$ cat src/bcq_pkg.sv
// Package for the button change event queue.
// Holds the shared constants, request codes and controller/datapath structs.
// No dependencies.
`default_nettype none

package bcq_pkg;

  localparam int unsigned NUM_BUTTONS = 11;
  localparam int unsigned LEVEL_W     = 11;
  localparam int unsigned CODE_W      = 4;
  localparam int unsigned LEFT_W      = 5;
  localparam int unsigned LEFT_MAX    = 31;
  localparam int unsigned EVENT_W     = CODE_W + 1;

  localparam logic REQ_REPORT = 1'b0;
  localparam logic REQ_POP    = 1'b1;

  typedef struct packed {
    logic report_start;
    logic scan_step;
    logic pop_read;
    logic pop_load;
  } ctrl_cmd_t;

  typedef struct packed {
    logic primed;
    logic scan_last;
    logic out_free;
  } dp_status_t;

endpackage

`default_nettype wire

$ cat src/bcq_ram.sv
// Generic single-port-write, single-port-read RAM with registered read data.
// Used for the event ring of the button change event queue. No dependencies.
`default_nettype none

module bcq_ram #(
  parameter int unsigned WIDTH = 5,
  parameter int unsigned DEPTH = 32
) (
  input  wire logic                     clk_i,
  input  wire logic                     we_i,
  input  wire logic [$clog2(DEPTH)-1:0] waddr_i,
  input  wire logic [WIDTH-1:0]         wdata_i,
  input  wire logic                     re_i,
  input  wire logic [$clog2(DEPTH)-1:0] raddr_i,
  output logic      [WIDTH-1:0]         rdata_o
);

  logic [WIDTH-1:0] mem_q [DEPTH];
  logic [WIDTH-1:0] rdata_q;

  always_ff @(posedge clk_i) begin
    if (we_i) begin
      mem_q[waddr_i] <= wdata_i;
    end
    if (re_i) begin
      rdata_q <= mem_q[raddr_i];
    end
  end

  assign rdata_o = rdata_q;

endmodule

`default_nettype wire

$ cat src/bcq_ctrl.sv
// Controller state machine of the button change event queue.
// Sequences report scans and pops; depends on bcq_pkg.
`default_nettype none

module bcq_ctrl (
  input  wire logic                clk_i,
  input  wire logic                rst_ni,
  input  wire logic                in_valid_i,
  input  wire logic                req_type_i,
  output logic                     in_stall_o,
  input  wire bcq_pkg::dp_status_t status_i,
  output bcq_pkg::ctrl_cmd_t       cmd_o
);

  typedef enum logic [1:0] {
    ST_IDLE,
    ST_SCAN,
    ST_POP
  } state_e;

  state_e state_q, state_d;
  logic   stall_q, stall_d;
  logic   accept;

  assign accept = in_valid_i && !stall_q;

  always_comb begin
    state_d = state_q;
    cmd_o   = '0;
    unique case (state_q)
      ST_IDLE: begin
        if (accept) begin
          if (req_type_i == bcq_pkg::REQ_POP) begin
            cmd_o.pop_read = 1'b1;
            state_d        = ST_POP;
          end else begin
            cmd_o.report_start = 1'b1;
            if (status_i.primed) begin
              state_d = ST_SCAN;
            end
          end
        end
      end
      ST_SCAN: begin
        cmd_o.scan_step = 1'b1;
        if (status_i.scan_last) begin
          state_d = ST_IDLE;
        end
      end
      ST_POP: begin
        if (status_i.out_free) begin
          cmd_o.pop_load = 1'b1;
          state_d        = ST_IDLE;
        end
      end
      default: begin
        state_d = ST_IDLE;
      end
    endcase
    stall_d = (state_d != ST_IDLE);
  end

  always_ff @(posedge clk_i or negedge rst_ni) begin
    if (!rst_ni) begin
      state_q <= ST_IDLE;
      stall_q <= 1'b0;
    end else begin
      state_q <= state_d;
      stall_q <= stall_d;
    end
  end

  assign in_stall_o = stall_q;

endmodule

`default_nettype wire

$ cat src/bcq_dp.sv
// Datapath of the button change event queue: level registers, ring pointers,
// event RAM and output register. Depends on bcq_pkg and bcq_ram.
`default_nettype none

module bcq_dp #(
  parameter int unsigned RING_DEPTH = 32
) (
  input  wire logic                          clk_i,
  input  wire logic                          rst_ni,
  input  wire logic [bcq_pkg::LEVEL_W-1:0]   button_levels_i,
  input  wire bcq_pkg::ctrl_cmd_t            cmd_i,
  output bcq_pkg::dp_status_t                status_o,
  input  wire logic                          out_stall_i,
  output logic                               out_valid_o,
  output logic                               event_valid_o,
  output logic [bcq_pkg::CODE_W-1:0]         button_code_o,
  output logic                               released_o,
  output logic [bcq_pkg::LEFT_W-1:0]         events_left_o
);

  localparam int unsigned PTR_W = $clog2(RING_DEPTH);
  localparam int unsigned CNT_W = PTR_W + 1;
  localparam logic [PTR_W-1:0] PTR_LAST = PTR_W'(RING_DEPTH - 1);
  localparam logic [bcq_pkg::CODE_W-1:0] IDX_LAST = bcq_pkg::CODE_W'(bcq_pkg::NUM_BUTTONS - 1);

  logic [bcq_pkg::LEVEL_W-1:0] prev_q, levels_q;
  logic                        primed_q;
  logic [bcq_pkg::CODE_W-1:0]  idx_q;
  logic [PTR_W-1:0]            rp_q, wp_q, rp_next, wp_next;
  logic                        bit_prev, bit_now, bit_change;
  logic [bcq_pkg::EVENT_W-1:0] wdata, rdata;
  logic                        ring_empty;
  logic [CNT_W-1:0]            pending;
  logic                        out_valid_q, event_valid_q, released_q;
  logic [bcq_pkg::CODE_W-1:0]  code_q;
  logic [bcq_pkg::LEFT_W-1:0]  left_q;
  logic                        out_free;

  function automatic logic [PTR_W-1:0] ptr_inc(input logic [PTR_W-1:0] p);
    return (p == PTR_LAST) ? '0 : p + PTR_W'(1);
  endfunction

  assign bit_prev   = prev_q[idx_q];
  assign bit_now    = levels_q[idx_q];
  assign bit_change = bit_prev ^ bit_now;
  assign wdata      = {bit_prev, idx_q};
  assign wp_next    = ptr_inc(wp_q);
  assign rp_next    = ptr_inc(rp_q);
  assign ring_empty = (rp_q == wp_q);
  assign out_free   = !out_valid_q || !out_stall_i;

  always_comb begin
    if (wp_q >= rp_next) begin
      pending = CNT_W'(wp_q) - CNT_W'(rp_next);
    end else begin
      pending = CNT_W'(wp_q) + CNT_W'(RING_DEPTH) - CNT_W'(rp_next);
    end
  end

  bcq_ram #(
    .WIDTH(bcq_pkg::EVENT_W),
    .DEPTH(RING_DEPTH)
  ) u_ram (
    .clk_i  (clk_i),
    .we_i   (cmd_i.scan_step && bit_change),
    .waddr_i(wp_q),
    .wdata_i(wdata),
    .re_i   (cmd_i.pop_read),
    .raddr_i(rp_q),
    .rdata_o(rdata)
  );

  always_ff @(posedge clk_i or negedge rst_ni) begin
    if (!rst_ni) begin
      prev_q      <= '0;
      primed_q    <= 1'b0;
      idx_q       <= '0;
      rp_q        <= '0;
      wp_q        <= '0;
      out_valid_q <= 1'b0;
    end else begin
      if (cmd_i.report_start) begin
        idx_q <= '0;
        if (!primed_q) begin
          prev_q   <= button_levels_i;
          primed_q <= 1'b1;
        end
      end
      if (cmd_i.scan_step) begin
        idx_q <= idx_q + bcq_pkg::CODE_W'(1);
        if (bit_change) begin
          wp_q <= wp_next;
          if (wp_next == rp_q) begin
            rp_q <= rp_next;
          end
        end
        if (idx_q == IDX_LAST) begin
          prev_q <= levels_q;
        end
      end
      if (out_valid_q && !out_stall_i) begin
        out_valid_q <= 1'b0;
      end
      if (cmd_i.pop_load) begin
        out_valid_q <= 1'b1;
        if (!ring_empty) begin
          rp_q <= rp_next;
        end
      end
    end
  end

  always_ff @(posedge clk_i) begin
    if (cmd_i.report_start) begin
      levels_q <= button_levels_i;
    end
    if (cmd_i.pop_load) begin
      if (ring_empty) begin
        event_valid_q <= 1'b0;
        code_q        <= '0;
        released_q    <= 1'b0;
        left_q        <= '0;
      end else begin
        event_valid_q <= 1'b1;
        code_q        <= rdata[bcq_pkg::CODE_W-1:0];
        released_q    <= rdata[bcq_pkg::CODE_W];
        if (int'(pending) > int'(bcq_pkg::LEFT_MAX)) begin
          left_q <= bcq_pkg::LEFT_W'(bcq_pkg::LEFT_MAX);
        end else begin
          left_q <= bcq_pkg::LEFT_W'(pending);
        end
      end
    end
  end

  assign status_o.primed    = primed_q;
  assign status_o.scan_last = (idx_q == IDX_LAST);
  assign status_o.out_free  = out_free;

  assign out_valid_o   = out_valid_q;
  assign event_valid_o = event_valid_q;
  assign button_code_o = code_q;
  assign released_o    = released_q;
  assign events_left_o = left_q;

endmodule

`default_nettype wire

$ cat src/button_change_event_queue.sv
// Top level of the button change event queue.
// Joins bcq_ctrl and bcq_dp; depends on bcq_pkg.
//
// The input channel takes requests: req_type_i = 0 is a report of the 11
// button levels, req_type_i = 1 pops the oldest queued event. A request is
// accepted when in_valid_i is high and in_stall_o is low. The first report
// after reset only primes the stored levels. Each later report scans the
// buttons one per cycle through the ring's single write port. Every
// change queues a press or release event, and on overflow the oldest
// event is dropped. A pop gives one result on the output channel: the RAM
// read data is registered on acceptance, and the output register loads it
// once that register is free, so a stalled receiver delays the load.
// An empty ring gives a result with event_valid_o low and zero fields.
// A result is taken when out_valid_o is high and out_stall_i is low. While
// the receiver stalls, the result holds and reports are still processed; a
// further pop is accepted but then stalls the input until the output
// register is free.
// Reset clears the stored levels, the primed flag, both ring pointers and out_valid_o.
`default_nettype none

module button_change_event_queue #(
  parameter int unsigned RING_DEPTH = 32
) (
  input  wire logic                        clk_i,
  input  wire logic                        rst_ni,
  input  wire logic                        in_valid_i,
  output logic                             in_stall_o,
  input  wire logic                        req_type_i,
  input  wire logic [bcq_pkg::LEVEL_W-1:0] button_levels_i,
  output logic                             out_valid_o,
  input  wire logic                        out_stall_i,
  output logic                             event_valid_o,
  output logic [bcq_pkg::CODE_W-1:0]       button_code_o,
  output logic                             released_o,
  output logic [bcq_pkg::LEFT_W-1:0]       events_left_o
);

  bcq_pkg::ctrl_cmd_t  cmd;
  bcq_pkg::dp_status_t status;

  bcq_ctrl u_ctrl (
    .clk_i     (clk_i),
    .rst_ni    (rst_ni),
    .in_valid_i(in_valid_i),
    .req_type_i(req_type_i),
    .in_stall_o(in_stall_o),
    .status_i  (status),
    .cmd_o     (cmd)
  );

  bcq_dp #(
    .RING_DEPTH(RING_DEPTH)
  ) u_dp (
    .clk_i          (clk_i),
    .rst_ni         (rst_ni),
    .button_levels_i(button_levels_i),
    .cmd_i          (cmd),
    .status_o       (status),
    .out_stall_i    (out_stall_i),
    .out_valid_o    (out_valid_o),
    .event_valid_o  (event_valid_o),
    .button_code_o  (button_code_o),
    .released_o     (released_o),
    .events_left_o  (events_left_o)
  );

endmodule

`default_nettype wire

$ cat config.mk
export PLATFORM = sky130hd
export DESIGN_NAME = button_change_event_queue
export DESIGN_NICKNAME = d
export VERILOG_FILES = /design/src/bcq_pkg.sv /design/src/bcq_ram.sv /design/src/bcq_ctrl.sv /design/src/bcq_dp.sv /design/src/button_change_event_queue.sv
export SDC_FILE = /design/constraint.sdc
export NUM_CORES = 1
export LEC_CHECK = 0
export ABC_CLOCK_PERIOD_IN_PS = 4200
export BUFFER_PORTS_ARGS = -buffer_cell sky130_fd_sc_hd__buf_2
export CAP_MARGIN = 20
export CORE_AREA = 5 5 137 191
export CTS_CLUSTER_DIAMETER = 200
export DETAILED_ROUTE_END_ITERATION = 10
export DIE_AREA = 0 0 142 196
export HOLD_SLACK_MARGIN = 0.03
export PLACE_DENSITY = 0.55
export SLEW_MARGIN = 20
export SYNTH_ARGS = -nofsm -noshare
export SYNTH_HDL_FRONTEND = slang
export SYNTH_SLANG_ARGS = --single-unit
export TNS_END_PERCENT = 20
$ cat constraint.sdc
create_clock -name clk_i -period 4.2 [get_ports clk_i]
set_clock_uncertainty 0.05 [all_clocks]
set_input_delay 0.21 -clock clk_i [delete_from_list [all_inputs] [get_ports clk_i]]
set_output_delay 0.21 -clock clk_i [all_outputs]
set_load 0.03 [all_outputs]
Word-level counts from Yosys, hierarchy flattened
Memory sizes are Yosys's and may differ from the RTL's. A register that Yosys moved wholly into a read port is not among the register bits.
Index checks and enable logic that the tools add are counted.
Widths: inputs -> output; s select.
{ "word_totals": {"n_memories": 1, "ram_bits": 160, "wordCells": 82, "out_inout_bits": 13, "inputBits": 16, "register_bits": 52} }
{ "memory_table": {"columns": ["memory", "words", "width", "rd", "rd_clocked_by_memory_dff", "wr", "line_no", "rtl"], "rows": [
  ["u_dp.u_ram.mem_q", 32, 5, 1, 1, 1, "bcq_ram.sv:18", "logic [WIDTH-1:0] mem_q [DEPTH];"]
]} }
{ "classes": {"bitwise_logic": 1, "mux": 39, "n_reduce_logical": 12, "n_eq_ne": 7, "n_addsub": 6, "magnitude_cmp": 3} }
{ "ops": {"columns": ["op", "n"], "rows": [
  ["$mux 11", 4],
  ["$mux 5", 8],
  ["$mux 1", 16],
  ["$add 5x1->5 const B", 2],
  ["$eq 5x5->1", 2],
  ["$eq 5x5->1 const B", 2],
  ["$mux 2", 5],
  ["$bmux 1 s4", 2],
  ["$mux 4", 2],
  ["$add 5x6->6 const B", 1],
  ["$gt 6x5->1 const B", 1],
  ["$mux 6", 1],
  ["$pmux 2 s3", 1],
  ["$reduce_bool 2->1", 3],
  ["$sub 5x5->6", 1],
  ["$sub 6x5->6", 1],
  ["$ge 5x5->1", 1],
  ["$lt 4x5->1 const B", 1],
  ["$add 4x1->4 const B", 1],
  ["$eq 4x4->1 const B", 1],
  ["$logic_and 1x1->1", 3],
  ["$logic_not 1->1", 3],
  ["$eq 2x1->1 const B", 1],
  ["$eq 2x2->1 const B", 1],
  ["4 further kinds", 4]
]} }

Logic depth before layout (Yosys ltp)
Gate-level depths: netlist (run 1).
{ "logic_depth": {"word_depth": 8, "depth_mapped": 14} }

Modules after synthesis
Synthesis (run 1) repeated with hierarchy kept, for this count alone.
{ "hier_totals": {"cells_unflattened": 526, "area_unflattened_um2": 9220.1} }
{ "modules_own_cells": {"columns": ["mod", "instances", "cells_per_inst", "area_per_inst_um2"], "rows": [
  ["bcq_ram", 1, 277, 6394.9],
  ["bcq_dp", 1, 234, 2660.1],
  ["bcq_ctrl", 1, 15, 165.2]
]} }

Worst setup path before layout (run 1)
Ideal clock, no wire load.
{ "synth_timing": {"kind": "register to register", "from": "register u_dp.rp_q[0]", "to": "register u_dp.left_q (netlist bit u_dp.events_left_o[1]), data pin", "t_arrival_ns": 2.756, "path_slack_ns": 1.124, "synth_period_minus_slack_ns": 3.076, "stages_incl_launch_ff": 14, "path_cell_list": "dfrtp_1 -> clkbuf_1 -> buf_2 -> buf_2 -> nand3_1 -> xnor2_1 -> nand2b_1 -> ha_1 -> o21ai_0 -> nand2b_1 -> a41o_1 -> a21o_1 -> ha_1 -> a21oi_1"} }
{ "synth_via": {"elab_chain_len": 6} }
{ "synth_rtl": {"columns": ["item", "line_no", "rtl"], "rows": [
  ["start, declared", "bcq_dp.sv:29", "logic [PTR_W-1:0] rp_q, wp_q, rp_next, wp_next;"],
  ["start signal, assigned", "bcq_dp.sv:94", "rp_q <= rp_next;"],
  ["start signal, assigned", "bcq_dp.sv:107", "rp_q <= rp_next;"],
  ["$add 5x1->5 or $eq 5x5->1 (tied branches)", "bcq_dp.sv:40", "return (p == PTR_LAST) ? '0 : p + PTR_W'(1);"],
  ["$mux 5", "bcq_dp.sv:40", null],
  ["$sub 6x5->6, or another cell as far along", "bcq_dp.sv:56", "pending = CNT_W'(wp_q) + CNT_W'(RING_DEPTH) - CNT_W'(rp_next);"],
  ["$mux 6", "bcq_dp.sv:53", "if (wp_q >= rp_next) begin"],
  ["$gt 6x5->1", "bcq_dp.sv:127", "if (int'(pending) > int'(bcq_pkg::LEFT_MAX)) begin"],
  ["$mux 5", "bcq_dp.sv:127", null],
  ["end signal, assigned", "bcq_dp.sv:128", "left_q <= bcq_pkg::LEFT_W'(bcq_pkg::LEFT_MAX);"],
  ["end signal, assigned", "bcq_dp.sv:130", "left_q <= bcq_pkg::LEFT_W'(pending);"],
  ["end, declared", "bcq_dp.sv:36", "logic [bcq_pkg::LEFT_W-1:0] left_q;"]
]} }
Parallel ways exist; a longest one is shown, timed or not.
A chain may end at the register's enable or synchronous reset.

Worst setup path in the final report (run 1)
{ "layout_timing": {"from": "register u_dp.rp_q[0]", "to": "register u_dp.left_q (netlist bit u_dp.events_left_o[4]), data pin"} }
Same word-level chain as after synthesis.

==> results of run 1 <==
==> cells by family after synthesis <==
family | Yosys count
compound gates | 80
xor+xnor | 18
fa+ha+maj | 16
buf+inv | 41
flops | 217
mux | 87
simple gates | 126
==> layout make-up <==
class	instances	area [sq um]	area share, %
clock inverter	4	18.8	0.178
multi-input combinational	327	2750	26.1
timing repair buffer	57	390	3.70
tap	315	394	3.73
sequential	217	6370	60.3
inverter	9	33.8	0.320
clock buffer	33	602	5.70
==> routing by layer <==
metal	GRT usage (%)	vias to the layer above	routed length [um]
li1	-	2338	-
met1	17.7	2501	7780
met2	24.8	125	10100
met3	2.17	24	999
met4	4.45	0	415
met5	0	-	0
==> registers in the layout, indices dropped and copies added, names as in the netlist, 2 cells and up <==
name	flops
u_dp.wp_q	5
u_dp.idx_q	4
u_ctrl.state_q	2
u_dp.prev_q	11
u_dp.events_left_o	5
u_dp.u_ram.mem_q	160
u_dp.levels_q	11
u_dp.u_ram.rdata_o	5
u_dp.button_code_o	4
u_dp.rp_q	5
==> power by group through the flow <==
| stage | clock (mW) | sequential [mW] | combinational, mW |
|---|---|---|---|
| after floorplan | 0 | 3.25 | 2.11 |
| after CTS | 1.79 | 3.25 | 2.98 |
| after detailed placement | 0 | 3.30 | 2.96 |
| after global routing | 1.86 | 3.29 | 3.26 |
| final | 1.73 | 3.25 | 2.94 |
| after global placement | 0 | 3.28 | 2.91 |
==> repair_timing <==
action	CTS	global route
gates resized for setup	0	0
hold buffers	13	0
endpoints found under the hold margin	53	0
==> worst max-delay path, stage by stage, from the launching register on <==
cell and delay (ns):
dfrtp_4 0.48, ha_1 0.22, and3_1 0.18, ha_1 0.22, nand2b_1 0.17, ha_1 0.35
nor2b_1 0.15, o21ai_0 0.17, nand2b_1 0.12, a41o_1 0.22, a21o_1 0.18, ha_1 0.37
a21oi_1 0.10
==> cells in the mapped netlist (2+ instances only) <==
cell type / instances
mux4_2: 28
nand2_2: 3
a21o_1: 2
and3_1: 2
nand3b_1: 4
o221ai_1: 20
inv_1: 9
nand2b_1: 10
nor3_1: 4
mux2i_1: 52
xor2_1: 7
o21ai_0: 25
buf_1: 2
a21oi_1: 22
nand2_1: 38
nor2_1: 41
buf_2: 10
mux2_2: 3
dfrtp_1: 30
mux2_4: 3
or2_2: 3
edfxtp_1: 187
nand3_1: 5
and2_1: 2
nor2b_1: 10
ha_1: 15
xnor2_1: 11
clkbuf_1: 18
==> through the flow <==
step	instances	power [mW]	worst slack, ns
after floorplan	585	5.36	1.12
final	962	7.92	0.954
after global placement	912	6.19	1.04
after CTS	962	8.02	0.922
after global routing	962	8.41	0.708
after detailed placement	912	6.25	0.944
==> path summary, 6_finish.rpt <==
| check | start | endpoint | slack [ns] | cells after the start |
|---|---|---|---|---|
| hold reg to reg | u_dp.levels_q[8]$_DFFE_PP_ | u_dp.prev_q[8]$_DFF_PN0_ | 0.44 | 2 |
| setup reg to reg | u_dp.rp_q[0]$_DFF_PN0_ | u_dp.events_left_o[4]$_SDFFCE_PN0P_ | 0.95 | 12 |
| min in group asynchronous | rst_ni | u_dp.out_valid_o$_DFFE_PN0P_ | 0.27 | 2 |
| setup / recovery | u_dp.rp_q[0]$_DFF_PN0_ | u_dp.events_left_o[4]$_SDFFCE_PN0P_ | 0.95 | 12 |
| hold / removal | req_type_i | u_dp.idx_q[2]$_DFFE_PN0P_ | 0.16 | 4 |
| max in group asynchronous | rst_ni | u_dp.rp_q[0]$_DFF_PN0_ | 3.27 | 2 |
==> flow_metrics.tcl, run 1 <==
set metrics [dict create \
    synth-seq-cells 217 \
    grt_pass1_vias 5329 \
    drv_cap 0 \
    vias 4988 \
    cts.sinks 217 \
    rsz0062_at_grt "false" \
    p_clk_share_pct 21.8 \
    ant_nets 0 \
    die_area_sq_um 27800 \
    synth_compound_area_share_pct 5.75 \
    synth_top_area_share_pct 60.4 \
    syn_inst 585 \
    hpwl_um 13100 \
    p_per_area_nw_per_um2 750 \
    postRouteWirelength_um 19300 \
    hold_path.class "input port to flop" \
    p_int_mw 5.14 \
    final_common_cell "edfxtp_1" \
    muxShareOfSynthArea_pct 13.5 \
    core_region_area_sq_um 24300 \
    period_share_pct 77.3 \
    p_comb_share_pct 37.2 \
    most-common-layout-cells "edfxtp_1, mux2i_1, nor2_1" \
    fin_util_pct 43.4 \
    p_sw_share_pct 35.1 \
    synth_warnings 0 \
    clk_latency_ns 0.49 \
    diodes 0 \
    ys_seq_area_share_pct 68.5 \
    placed_area_sq_um 9810 \
    root_buffer "clkbuf_16" \
    drv_slew 0 \
    cts_tree "yes" \
    hold_viol_final 0 \
    drt-vias-per-instance 5.19 \
    p_leak_nw 3.62 \
    postCtsSetupBuffers 0 \
    grt_pass1_wl_um 30500 \
    wl_per_cell_um 20.1 \
    final_layout_size_suffix_gt1_share_pct 17.9 \
    setup_viol 0 \
    cp.arrival_ns 3.42 \
    synth_fa_ha_area_share_pct 2.24 \
    synth_top_family_by_area "multiplexers" \
    ys.flop_type "edfxtp_1" \
    h-tree-depth 1 \
    start_util_pct 38.2 \
    path_max_fanout 5 \
    first_iter_violations 322 \
    area_delta_synth_final_pct 13.7 \
    clockBufferDepth 3 \
    fmax_mhz 308 \
    synth_area_sq_um 9290 \
    end_kind "flop" \
    antenna_found_initial 0 \
    overflow 0 \
    syn_nets 617 \
    dr.pass1.iters 4 \
    grt_max_degree 36 \
    fin_crit_ns 3.25 \
    ir_worst_vdd_v 0.000413 \
    startpoint_type "flop" \
    numCtsBuffers 21 \
    synth_xor_area_share_pct 1.70 \
    drc 0 \
    pin_count 29 \
    async_flop_share_pct 13.8 \
    netlist.top_cell.by_area "edfxtp_1" \
    seq_power_share_pct 41.0 \
    path_clk_slew_ns 0.06 \
    netSwitchingPower_mw 2.78 \
    fin_area_sq_um 10600 \
    fillers 2213 \
    gp_congestion 0.829 \
    status "finished, final reports clean" \
    port_buffers 28 \
    die_height_um 196 \
    row_count 68 \
    slew_headroom_pct 44.1 \
    path_class "flop to flop" \
    gr-usage-all-layers_pct 14.1 \
    cp.required_ns 4.38 \
    nNetsFinal 665 \
    synth_cell_types 47 \
    tightest_slew_ns 0.838 \
    tns_ns 0 \
    synth-simple-area-share_pct 6.38 \
    synth-edff-count 187 \
    synth_area_leaders "edfxtp_1, dfrtp_1, mux4_2" \
    syn_avg_cell_area_sq_um 15.9 \
    hold_ws_ns 0.157 \
    die_x_um 142 \
]
(Power assumes the default switching activity.)
==> inputs of run 2 (changes only) <==
--- a/config.mk
+++ b/config.mk
@@ -5,7 +5,7 @@
 export SDC_FILE = /design/constraint.sdc
 export NUM_CORES = 1
 export LEC_CHECK = 0
-export ABC_CLOCK_PERIOD_IN_PS = 4200
+export ABC_CLOCK_PERIOD_IN_PS = 3100
 export BUFFER_PORTS_ARGS = -buffer_cell sky130_fd_sc_hd__buf_2
 export CAP_MARGIN = 20
 export CORE_AREA = 5 5 137 191
==> constraint.sdc (replaced) <==
create_clock -name clk_i -period 3.1 [get_ports clk_i]
set_clock_uncertainty 0.05 [all_clocks]
set_input_delay 0.155 -clock clk_i [delete_from_list [all_inputs] [get_ports clk_i]]
set_output_delay 0.155 -clock clk_i [all_outputs]
set_load 0.03 [all_outputs]
==> run 2 against run 1 <==
- total power grew 45%
- utilization grew 1.6 points
- combinational power grew 49%
- final cell count grew 2.6%
- clock-buffer cell count shrank 7
- setup slack lost 0.80 ns
- sequential cell count is the same
- non-clock buffer count grew 23
==> flow_metrics.tcl, run 2 (synthesis results as in run 1) <==
set metrics [dict create \
    gr-usage-all-layers_pct 14.1 \
    cts.sinks 217 \
    hpwl_um 12800 \
    worstSetupStartpoint "u_dp.rp_q[0]$_DFF_PN0_" \
    antenna_found_initial 0 \
    p_leak_nw 3.83 \
    fmax_mhz 340 \
    status "finished, final reports clean" \
    power_mw 11.5 \
    slew_headroom_pct 49.9 \
    hold_path.class "input port to flop" \
    crit_top_cell "ha_1" \
    wl_per_cell_um 19.3 \
    pin_count 29 \
    period_share_pct 95.0 \
    drv_cap 0 \
    gp_congestion 0.890 \
    fin_crit_ns 2.94 \
    place_ws_ns 0.00317 \
    numCtsBuffers 22 \
    final_common_cell "edfxtp_1" \
    rsz0062_at_grt "true" \
    clockBufferDepth 3 \
    diodes 0 \
    p_per_area_nw_per_um2 1050 \
    tightest_slew_ns 0.751 \
    end_kind "flop" \
    busiest_layer "met2" \
    overflow 0 \
    dr.pass1.iters 5 \
    port_buffers 28 \
    r2r_cells 12 \
    grt_pass1_wl_um 30600 \
    use_met3_pct 2.10 \
    grt_use_met2_pct 24.9 \
    most-common-layout-cells "edfxtp_1, mux2i_1, nor2_1, buf_4, nand2_1" \
    start_util_pct 38.2 \
    nNetsFinal 689 \
    ir_worst_vdd_v 0.000552 \
    area_delta_synth_final_pct 17.9 \
    path_clk_slew_ns 0.06 \
    max_stage_delay_ns 0.48 \
    hold_viol_final 0 \
    vias 5020 \
    path_max_fanout 5 \
    startpoint_type "flop" \
    clk_latency_ns 0.50 \
    min_path_cells 4 \
    final_layout_size_suffix_gt1_share_pct 23.5 \
    fin_ws_ns 0.156 \
    largest_reg_flops 160 \
    die_height_um 196 \
    largestRegisters "u_dp.u_ram.mem_q x160, u_dp.levels_q x11, u_dp.prev_q x11" \
    root_buffer "clkbuf_16" \
    die_x_um 142 \
    postRouteWirelength_um 19100 \
    path_class "flop to flop" \
    cp.required_ns 3.29 \
    min_from "req_type_i" \
    critical_path_buf_inv_count 0 \
    largest-register "u_dp.u_ram.mem_q" \
    setup_viol 0 \
    drv_slew 0 \
    rrSetupSlack_ns 0.16 \
    h-tree-depth 1 \
    first_iter_violations 295 \
    grt_use_met1_pct 17.3 \
    drc 0 \
    hold-path-endpoint "u_dp.idx_q[2]$_DFFE_PN0P_" \
    cp_cell_sequence "ha_2, and3_1, ha_1, nand2b_4, ha_1, nor2b_1, o21ai_1, nand2b_1, a41o_1, a21o_1, ha_4, a21oi_1" \
    crit_family "adder cells" \
    ant_nets 0 \
    row_count 68 \
    grt_pass1_vias 5440 \
    cp.arrival_ns 3.14 \
    r2r_start "u_dp.rp_q[0]$_DFF_PN0_" \
    die_area_sq_um 27800 \
    cts_tree "yes" \
    r2r-end "u_dp.events_left_o[0]$_SDFFCE_PN0P_" \
    core_region_area_sq_um 24300 \
    slowest_stage "dfrtp_4" \
    grt_max_degree 36 \
    drt-vias-per-instance 5.09 \
]
[run 2: worst max path at each step]
stage,end,slack [ns],cells after the start
3_3_place_gp,u_dp.events_left_o[0]$_SDFFCE_PN0P_,0.06,12
5_1_grt,u_dp.u_ram.mem_q[6][3]$_DFFE_PP_,-0.02,6
3_5_place_dp,u_dp.events_left_o[0]$_SDFFCE_PN0P_,0.003,12
6_report,u_dp.events_left_o[0]$_SDFFCE_PN0P_,0.16,12
2_1_floorplan,u_dp.events_left_o[1]$_SDFFCE_PN0P_,0.02,13
4_1_cts,u_dp.events_left_o[0]$_SDFFCE_PN0P_,0.04,12
[run 2: layer usage]
layer  wire, um  part of all wire (%)  vias to the layer above
met5          0                     0                        -
met1       7470                    39                     2483
li1           -                     -                     2386
met3        916                   4.8                       33
met2      10200                    54                      118
met4        458                   2.4                        0
[run 2: power by group]
group / switching [mW] / internal, mW
clock: 1.05 / 1.81
sequential: 0.224 / 4.04
combinational: 2.60 / 1.78
total: 3.88 / 7.63
[run 2: metrics by stage]
step | setup TNS (ns) | area (sq um) | instances | util, % | hold slack (ns)
after detailed placement | 0 | 9980 | 934 | 41.0 | 0.209
final | 0 | 11000 | 987 | 45.0 | 0.0924
after floorplan | 0 | 9290 | 585 | - | -0.191
after global placement | 0 | 9980 | 934 | 41.0 | 0.214
after CTS | 0 | 10900 | 986 | 44.9 | 0.0759
after global routing | -0.289 | 11000 | 987 | 45.0 | 0.115
[run 2: cell type report]
| class | count | area (sq um) |
|---|---|---|
| fillers | 2175 | 13400 |
| flip-flops and latches | 217 | 6370 |
| multi-input cells | 327 | 2790 |
| clock buffers | 26 | 607 |
| repair buffers | 80 | 567 |
| well taps | 315 | 394 |
| clock inverters | 13 | 190 |
| inverters | 9 | 33.8 |
[run 2: worst register-to-register path: cells and delay by family, from the launching register on]
family,cells,cell delay (ns)
fa+ha+maj,4,1.00
compound gates,4,0.60
simple gates,4,0.55
flops,1,0.48
[run 2: repair_timing]
| action | 4_1_cts | 5_1_grt |
|---|---|---|
| resized for setup | 1 | 12 |
| setup buffers | 0 | 1 |
| pin swaps | 0 | 1 |
| setup endpoints to repair | 5 | 47 |
| hold buffers | 13 | 0 |
| hold endpoints to repair | 54 | 0 |
==> inputs of run 3 (changes only) <==
--- a/config.mk
+++ b/config.mk
@@ -12,8 +12,9 @@
 export CTS_CLUSTER_DIAMETER = 200
 export DETAILED_ROUTE_END_ITERATION = 10
 export DIE_AREA = 0 0 142 196
-export HOLD_SLACK_MARGIN = 0.03
+export HOLD_SLACK_MARGIN = 0.1
 export PLACE_DENSITY = 0.55
+export RECOVER_POWER = 50
 export SLEW_MARGIN = 20
 export SYNTH_ARGS = -nofsm -noshare
 export SYNTH_HDL_FRONTEND = slang
==> run 3 against run 2 <==
- the run now ends with capacitance limit, slew limit left
- first-iteration DRC count rose by 12%
- critical endpoint unchanged
- sequential share of layout area rose by 0.17 points
- highest routed layer unchanged
- clock power barely moved
- critical path depth did not move
- setup slack got worse by 0.013 ns
- final area fell by 0.30%
- die area did not move
- largest cell class unchanged
==> flow_metrics.tcl, run 3 (synthesis results as in run 1) <==
set metrics [dict create \
    status "finished with violations" \
    violations "capacitance limit, slew limit" \
    slew_headroom_pct -20.2 \
    dr.pass1.iters 4 \
    most-common-layout-cells "edfxtp_1, mux2i_1, nor2_1" \
    ant_nets 0 \
    grt_pass1_vias 5455 \
    hpwl_um 12800 \
    end_kind "flop" \
    vias 5051 \
    die_x_um 142 \
    p_leak_nw 3.75 \
    first_iter_violations 329 \
    fmax_mhz 338 \
    p_per_area_nw_per_um2 1050 \
    grt_max_degree 36 \
    ir_worst_vdd_v 0.000551 \
    path_clk_slew_ns 0.06 \
    cts.sinks 217 \
    rsz0062_at_grt "true" \
    drc 0 \
    final_common_cell "edfxtp_1" \
    gp_congestion 0.890 \
    path_max_fanout 5 \
    largest-register "u_dp.u_ram.mem_q" \
    fin_ws_ns 0.143 \
    port_buffers 28 \
    diodes 0 \
    fin_crit_ns 2.96 \
    cts_tree "yes" \
    drt-vias-per-instance 5.11 \
    gr-usage-all-layers_pct 14.1 \
    row_count 68 \
    hold_viol_final 0 \
    antenna_found_initial 0 \
    start_util_pct 38.2 \
    final_layout_size_suffix_gt1_share_pct 19.6 \
    nNetsFinal 690 \
    setup_viol 0 \
    pin_count 29 \
    clockBufferDepth 3 \
    grt_pass1_wl_um 30700 \
    die_height_um 196 \
    drv_slew 67 \
    placed_area_sq_um 9980 \
    overflow 0 \
    die_area_sq_um 27800 \
    clk_latency_ns 0.50 \
    largest_reg_flops 160 \
    fillers 2194 \
    cp.required_ns 3.29 \
    hold_path.class "input port to flop" \
    period_share_pct 95.4 \
    tightest_slew_ns 1.80 \
    h-tree-depth 1 \
    numCtsBuffers 22 \
    core_region_area_sq_um 24300 \
    cp.arrival_ns 3.15 \
    place_ws_ns 0.00317 \
    area_delta_synth_final_pct 17.5 \
    root_buffer "clkbuf_16" \
    drv_cap 2 \
    startpoint_type "flop" \
    fin_area_sq_um 10900 \
    largestRegisters "u_dp.u_ram.mem_q x160, u_dp.levels_q x11, u_dp.prev_q x11" \
    wl_per_cell_um 19.4 \
    path_class "flop to flop" \
    postRouteWirelength_um 19200 \
]
==> run 3: routing by layer <==
layer,wire length [um],global-route usage (%),vias up
met3,821,2.10,33
met2,10300,25.0,110
met1,7640,17.3,2514
met5,0,0,-
li1,-,-,2394
met4,475,5.16,0
==> run 3: what timing repair did <==
action | 4_1_cts | 5_1_grt
hold buffers | 14 | 0
resized for setup | 1 | 12
endpoints found under the setup margin | 5 | 47
setup buffers | 0 | 1
pin swaps | 0 | 1
endpoints found under the hold margin | 56 | 0
==> run 3: cell type report <==
cell class                      instances  area, sq um  area share (%)
Timing Repair Buffer                   81          534            4.89
Inverter                                9         33.8           0.309
Sequential cell                       217         6370            58.3
Clock inverter                         13          190            1.74
Tap cell                              315          394            3.61
Multi-Input combinational cell        327         2790            25.6
Clock buffer                           26          607            5.56
==> run 3: final timing paths <==
check                                                 start                                   to  slack (ns)  cells after the start
worst max register to register       u_dp.rp_q[0]$_DFF_PN0_  u_dp.events_left_o[0]$_SDFFCE_PN0P_        0.14                     12
worst min-delay path                     button_levels_i[2]           u_dp.levels_q[2]$_DFFE_PP_        0.34                      2
min in group asynchronous                            rst_ni         u_dp.out_valid_o$_DFFE_PN0P_        0.64                      2
worst max-delay path                 u_dp.rp_q[0]$_DFF_PN0_  u_dp.events_left_o[0]$_SDFFCE_PN0P_        0.14                     12
max in group asynchronous                            rst_ni               u_dp.rp_q[0]$_DFF_PN0_        1.08                      2
worst min register to register  u_dp.levels_q[10]$_DFFE_PP_            u_dp.prev_q[10]$_DFF_PN0_        0.44                      2
==> run 3: through the flow <==
step                      power [mW]  cells  util (%)  TNS [ns]  hold slack (ns)
after floorplan                 7.26    585         -         0           -0.191
after global placement          8.50    934      41.0         0            0.214
after detailed placement        8.60    934      41.0         0            0.209
after CTS                       11.6    987      44.9         0            0.212
after global routing            12.2    988      44.9    -0.289            0.332
final                           11.5    988      44.9         0            0.342
==> run 3: critical path: stages, from the launching register on <==
cell and delay, ns:
dfrtp_4 0.48, ha_2 0.20, and3_1 0.18, ha_1 0.22
nand2b_4 0.15, ha_1 0.29, nor2b_1 0.13, o21ai_1 0.13
nand2b_1 0.10, a41o_1 0.20, a21o_1 0.21, ha_4 0.29
a21oi_1 0.06
==> run 3: power by group <==
part	leakage (nW)	internal (mW)	switching [mW]
logic	1.32	1.76	2.60
registers	2.04	4.05	0.225
clock network	0.394	1.81	1.06
total	3.75	7.61	3.88
